<file path="src/rtl/ewnm_pkg.sv">
// Shared types and constants for the wildcard name matcher.
package ewnm_pkg;

    localparam logic [7:0] STAR_CHAR = 8'h2A;

    localparam logic CMD_LOAD = 1'b0;
    localparam logic CMD_NAME = 1'b1;

    typedef struct packed {
        logic clear;
        logic step;
        logic lead;
    } cell_ctrl_t;

endpackage

</file>
<file path="src/rtl/ewnm_cell.sv">
// One matcher cell: one stored pattern byte and one partial-match bit.
module ewnm_cell
    import ewnm_pkg::*;
(
    input  logic       clk,
    input  logic       rst_n,
    input  cell_ctrl_t ctrl,
    input  logic       wr_en,
    input  logic [7:0] wr_data,
    input  logic [7:0] name_byte,
    input  logic [7:0] next_byte,
    input  logic       chain_in,
    output logic [7:0] pat_byte,
    output logic       hit,
    output logic       hit_next
);

    logic [7:0] byte_reg;
    logic       hit_reg;
    logic [7:0] cmp_byte;

    // lead mode compares against the neighbor's byte (core starts after the star)
    assign cmp_byte = ctrl.lead ? next_byte : byte_reg;
    assign hit_next = chain_in && (name_byte == cmp_byte);

    always_ff @(posedge clk)
    begin
        if (wr_en)
        begin
            byte_reg <= wr_data;
        end
    end

    always_ff @(posedge clk or negedge rst_n)
    begin
        if (!rst_n)
        begin
            hit_reg <= 1'b0;
        end
        else if (ctrl.clear)
        begin
            hit_reg <= 1'b0;
        end
        else if (ctrl.step)
        begin
            hit_reg <= hit_next;
        end
    end

    assign pat_byte = byte_reg;
    assign hit      = hit_reg;

endmodule

</file>
<file path="src/rtl/edge_wildcard_name_matcher_core.sv">
// Wildcard name matcher top level: pattern load, cell chain, result register.
//
//  channel  | dir | tdata                        | tuser    | tlast
//  s_*      | in  | [7:0] char_value             | command  | last_byte
//  m_*      | out | [0] matched, [1] name_too_long | -      | -
//
// One item per cycle when s_tready is high; every byte updates all cells.
// A result is registered as the last name byte is taken.
// s_tready drops only while a result waits and m_tready is low.
// Reset clears lengths, positions and match bits; pattern bytes stay unknown.
module edge_wildcard_name_matcher_core
    import ewnm_pkg::*;
#(
    parameter int PATTERN_MAX = 128,
    parameter int NAME_MAX    = 255
)
(
    input  logic       clk,
    input  logic       rst_n,
    input  logic       s_tvalid,
    output logic       s_tready,
    input  logic [7:0] s_tdata,   // [7:0] char_value
    input  logic       s_tuser,   // [0] command
    input  logic       s_tlast,
    output logic       m_tvalid,
    input  logic       m_tready,
    output logic [7:0] m_tdata    // [0] matched, [1] name_too_long, [7:2] zero
);

    localparam int LW = $clog2(PATTERN_MAX + 1);
    localparam int IW = $clog2(PATTERN_MAX);
    localparam int PW = $clog2(NAME_MAX + 1);
    localparam logic [LW-1:0] LEN_FULL = LW'(PATTERN_MAX);
    localparam logic [PW-1:0] POS_MAX  = PW'(NAME_MAX);

    logic [LW-1:0] len_reg, len_next;
    logic [LW-1:0] load_pos_reg, load_pos_next;
    logic          trail_reg, trail_next;
    logic [PW-1:0] pos_reg, pos_next;
    logic          found_reg, found_next;
    logic          m_valid_reg, m_valid_next;
    logic [1:0]    m_data_reg, m_data_next;

    logic accept, is_load, is_name, do_write, too_long, lead, wr_star;
    logic [LW-1:0] c_len, q_len, t_len, t_m1;
    logic tap_next, found_any, matched;

    cell_ctrl_t ctrl;
    logic [PATTERN_MAX-1:0] wr_en, hit, hit_nx, chain;
    logic [7:0] pat [PATTERN_MAX];
    logic [7:0] nxt [PATTERN_MAX];

    assign s_tready = !m_valid_reg || m_tready;
    assign accept   = s_tvalid && s_tready;
    assign is_load  = accept && (s_tuser == CMD_LOAD);
    assign is_name  = accept && (s_tuser == CMD_NAME);
    assign do_write = is_load && (load_pos_reg < LEN_FULL);
    assign wr_star  = (s_tdata == STAR_CHAR);
    assign too_long = (pos_reg >= POS_MAX);

    assign lead = (len_reg != '0) && (pat[0] == STAR_CHAR);

    always_comb
    begin
        if (lead)
        begin
            if (trail_reg)
            begin
                c_len = (len_reg >= LW'(2)) ? len_reg - LW'(2) : '0;
            end
            else
            begin
                c_len = len_reg - LW'(1);
            end
        end
        else
        begin
            c_len = '0;
        end
        q_len = trail_reg ? len_reg - LW'(1) : len_reg;
        t_len = lead ? c_len : q_len;
        t_m1  = t_len - LW'(1);
    end

    assign tap_next  = (t_len != '0) && hit_nx[t_m1[IW-1:0]];
    assign found_any = found_reg || tap_next;

    always_comb
    begin
        if (too_long)
        begin
            matched = 1'b0;
        end
        else if (lead && trail_reg)
        begin
            matched = (c_len == '0) || found_any;
        end
        else if (lead)
        begin
            matched = tap_next;
        end
        else if (trail_reg)
        begin
            matched = found_any;
        end
        else
        begin
            matched = tap_next;
        end
    end

    assign ctrl.clear = is_load || (is_name && s_tlast);
    assign ctrl.step  = is_name && !s_tlast && !too_long;
    assign ctrl.lead  = lead;

    genvar k;
    generate
        for (k = 0; k < PATTERN_MAX; k++)
        begin : g_cell
            assign wr_en[k] = do_write && (load_pos_reg == LW'(k));
            if (k == 0)
            begin : g_head
                // non-lead modes start the prefix only on the first name byte
                assign chain[k] = lead || (pos_reg == '0);
            end
            else
            begin : g_body
                assign chain[k] = hit[k-1];
            end
            if (k == PATTERN_MAX - 1)
            begin : g_tail
                assign nxt[k] = 8'h00;
            end
            else
            begin : g_link
                assign nxt[k] = pat[k+1];
            end
            ewnm_cell u_cell (
                .clk       (clk),
                .rst_n     (rst_n),
                .ctrl      (ctrl),
                .wr_en     (wr_en[k]),
                .wr_data   (s_tdata),
                .name_byte (s_tdata),
                .next_byte (nxt[k]),
                .chain_in  (chain[k]),
                .pat_byte  (pat[k]),
                .hit       (hit[k]),
                .hit_next  (hit_nx[k])
            );
        end
    endgenerate

    always_comb
    begin
        len_next      = len_reg;
        load_pos_next = load_pos_reg;
        trail_next    = trail_reg;
        pos_next      = pos_reg;
        found_next    = found_reg;
        m_valid_next  = m_tready ? 1'b0 : m_valid_reg;
        m_data_next   = m_data_reg;

        if (is_load)
        begin
            pos_next   = '0;
            found_next = 1'b0;
            if (do_write)
            begin
                load_pos_next = load_pos_reg + LW'(1);
                if (s_tlast || ((len_reg != '0) && (load_pos_reg == len_reg - LW'(1))))
                begin
                    trail_next = wr_star;
                end
            end
            else if (s_tlast)
            begin
                trail_next = (pat[PATTERN_MAX-1] == STAR_CHAR);
            end
            if (s_tlast)
            begin
                len_next      = load_pos_next;
                load_pos_next = '0;
            end
        end
        else if (is_name)
        begin
            if (s_tlast)
            begin
                pos_next     = '0;
                found_next   = 1'b0;
                m_valid_next = 1'b1;
                m_data_next  = {too_long, matched};
            end
            else if (!too_long)
            begin
                pos_next   = pos_reg + PW'(1);
                found_next = found_any;
            end
        end
    end

    always_ff @(posedge clk or negedge rst_n)
    begin
        if (!rst_n)
        begin
            len_reg      <= '0;
            load_pos_reg <= '0;
            trail_reg    <= 1'b0;
            pos_reg      <= '0;
            found_reg    <= 1'b0;
            m_valid_reg  <= 1'b0;
        end
        else
        begin
            len_reg      <= len_next;
            load_pos_reg <= load_pos_next;
            trail_reg    <= trail_next;
            pos_reg      <= pos_next;
            found_reg    <= found_next;
            m_valid_reg  <= m_valid_next;
        end
    end

    always_ff @(posedge clk)
    begin
        m_data_reg <= m_data_next;
    end

    assign m_tvalid = m_valid_reg;
    assign m_tdata  = {6'b0, m_data_reg};

    a_result_follows: assert property (@(posedge clk) disable iff (!rst_n)
        (is_name && s_tlast) |=> m_tvalid)
        else $error("name end gave no result");

    a_long_no_match: assert property (@(posedge clk) disable iff (!rst_n)
        (m_tvalid && m_tdata[1]) |-> !m_tdata[0])
        else $error("overlong name reported as match");

    a_load_clears: assert property (@(posedge clk) disable iff (!rst_n)
        is_load |=> (pos_reg == '0) && !found_reg && (hit == '0))
        else $error("pattern byte left name state");

    a_load_bound: assert property (@(posedge clk) disable iff (!rst_n)
        (load_pos_reg <= LEN_FULL) && (len_reg <= LEN_FULL))
        else $error("load position beyond capacity");

    a_pos_bound: assert property (@(posedge clk) disable iff (!rst_n)
        pos_reg <= POS_MAX)
        else $error("name position beyond limit");

endmodule
</file>
<file path="config.mk">
export PLATFORM = sky130hd
export DESIGN_NAME = edge_wildcard_name_matcher_core
export DESIGN_NICKNAME = d
export VERILOG_FILES = /design/src/rtl/ewnm_pkg.sv /design/src/rtl/ewnm_cell.sv /design/src/rtl/edge_wildcard_name_matcher_core.sv
export SDC_FILE = /design/constraint.sdc
export NUM_CORES = 2
export LEC_CHECK = 0
export ABC_AREA = 1
export BUFFER_PORTS_ARGS = -buffer_cell sky130_fd_sc_hd__clkbuf_2
export CAP_MARGIN = 20
export CORE_MARGIN = 2
export CORE_UTILIZATION = 30
export DETAILED_ROUTE_END_ITERATION = 16
export RECOVER_POWER = 25
export SLEW_MARGIN = 15
export SYNTH_ARGS = -nofsm -noshare
export SYNTH_HDL_FRONTEND = slang
export SYNTH_HIERARCHICAL = 1
export SYNTH_SLANG_ARGS = --single-unit
</file>
<file path="constraint.sdc">
create_clock -name clk -period 33.7 [get_ports clk]
set_input_delay 3.37 -clock clk [delete_from_list [all_inputs] [get_ports clk]]
set_output_delay 3.37 -clock clk [all_outputs]
set_load 0.02 [all_outputs]
</file>
==> metrics.txt <==
status=finished, violations left; failing checks=capacitance limit, slew limit; IO Pins=24; Tmin final=roughly 15000 ps; maximum vdd drop=around 0.000048 V; clock root buffer master=clkbuf_16; final instance area=just over 90000 sq um; cell count after synthesis=10440; Hold Crit Class=flip-flop to flip-flop; final net count=around 11000; global route total overflow=0; Die Y=about 530 microns; Cell Area, Placed=87320 sq um; power per cell area=41.92 nW/um^2; setup TNS=0 ps; final clock skew=around 36 ps; CTS max path bufs=3; CTS sink count=~1200; setup slack after layout=18230 ps; Combinational Power Share=0.182; NetSw=around 1.2 mW; Cell Rows=approximately 190; Syn Area/Cell=roughly 8.0 sq um; 1st-iter DRT viols=~5400; placed wire-length estimate=around 140000 microns; antenna-violating nets left=0; pins over their slew limit=about 1600; H-tree depth=4; Max Cap Violations=25; Worst-Skew Late Latency=around 800 ps; initial antenna violation count=11; area of the core=roughly 280000 sq um; share of cells above drive strength 1=0.2112; RSZ-0062 raised after global routing=no; setup violators final=0; DP Worst Slack=around 26000 ps; Hold Vio Cnt, Final=0; Sw Ratio=0.3040; Relative slew margins=-4.132; register share of total power=0.425; vias in the first global route=between 60000 and 70000; Clk pin slew, worst setup/hold paths=60 ps; Fmax=about 0.065 GHz; Initial Util=0.3016; Syn-to-layout area delta=9.894%; Pre-antenna DRT Iters=6; die width=roughly 530 microns; DR WL/cell=15.75 microns; Clock Power Share=0.393; CTS buffer count=140; global-route wire length before repair=355000 microns; kind of critical path=primary input to flip-flop; Remaining DRCs=0; pin count of the biggest net entering global routing=153; max reg flops=1024; leakage dissipation=approximately 41 nW; GRT Resource Usage Total=0.1587; hold_buf cts=0; Vias=~65000; Post-Syn Area=about 83000 sq um; Die ar.=roughly 280000 sq um; IO buf count=17; Setup Fix Bufs, Post-CTS=0; Int Pwr=between 2 and 3 mW; Critical Path AT=~16000 ps; startpoint types=primary input; crit path capture type=flip-flop; CTS tree=yes; data required time of the critical path=around 34000 ps; post_cts resized=0; drt via density=~4.5; post-route clock period utilization=0.4592; GP Congestion=a little over 0.8; worst-margin pin slew=7698 ps; Critical Path Fanout Max=around 140; WL final=around 230000 microns; Ys Warns=6
==> placed cells by master (no fill, tap or decap), types with 129 or more instances in the layout <==
cell type,n
nand3_1,782
nand2_1,3963
nand2_4,263
nor2_4,132
xnor2_1,133
nor2_2,385
nand2_2,393
clkbuf_16,148
nor2_1,419
inv_1,1337
nand3_2,518
edfxtp_1,1026
inv_2,132
a21oi_1,137
xor2_2,129
dfrtp_1,154
==> worst paths after layout <==
kind	from	slack (ps)	cells after the start	end
worst max-delay path	s_tdata[1]	18230	21	m_data_reg[0]
worst min-delay path	pos_reg[3]	510	1	pos_reg[3]
worst max register to register	len_reg[0]	26370	31	m_data_reg[0]
worst min register to register	pos_reg[3]	510	1	pos_reg[3]
max in group asynchronous	rst_n	25730	3	g_cell[50].u_cell/hit
min in group asynchronous	rst_n	3420	1	g_cell[70].u_cell/hit
==> routing by layer <==
| metal | vias to the layer above | GRT usage | wire (microns) |
|---|---|---|---|
| met5 | - | 0 | 38 |
| met3 | 251 | 0.02019 | 12950 |
| met4 | 6 | 0.03633 | 4409 |
| met1 | 30380 | 0.2261 | 107700 |
| li1 | 32850 | - | - |
| met2 | 1607 | 0.2544 | 100900 |
==> power groups by stage <==
stage	Combinational, mW	Sequential (mW)	Clock [mW]
2_1_floorplan	0.384	1.65	0
5_1_grt	0.749	1.63	1.60
3_3_place_gp	0.690	1.66	0
4_1_cts	0.692	1.63	1.54
6_report	0.700	1.63	1.51
3_5_place_dp	0.690	1.66	0
==> worst max-delay path, stage by stage <==
cell	delay (ps)
clkbuf_1	3590
clkbuf_1	5680
buf_4	1270
inv_1	90
nand2_1	100
nand2_1	60
nor2_2	90
nand3_2	90
nor2_4	120
nand2_1	60
nand3_1	150
nand3_1	140
nand3_1	220
nand3_1	260
nand3_1	130
nand2_1	110
nand2_1	90
nand3_2	90
nand2_1	70
nand2_1	40
nor2_1	90
==> metrics by stage <==
step / hold WS (ps) / utilization / std cells / power [mW]
2_1_floorplan: 462.3 / - / 10450 / 2.037
3_3_place_gp: 502.5 / 0.3158 / 14090 / 2.349
3_5_place_dp: 501.6 / 0.3158 / 14090 / 2.349
4_1_cts: 509.7 / 0.3320 / 14350 / 3.865
5_1_grt: 538.1 / 0.3314 / 14350 / 3.982
6_report: 512.2 / 0.3314 / 14350 / 3.841
==> cell type report <==
type / count / area [sq um]
diodes: 4 / 10.01
clock buffers: 199 / 4015
clock inverters: 57 / 469.2
fillers: 28930 / 184900
inverters: 1471 / 5527
multi-input cells: 7624 / 41540
flip-flops and latches: 1180 / 34660
well taps: 3705 / 4636
repair buffers: 111 / 782.0
No activity file was read; power rests on OpenSTA's default activity.
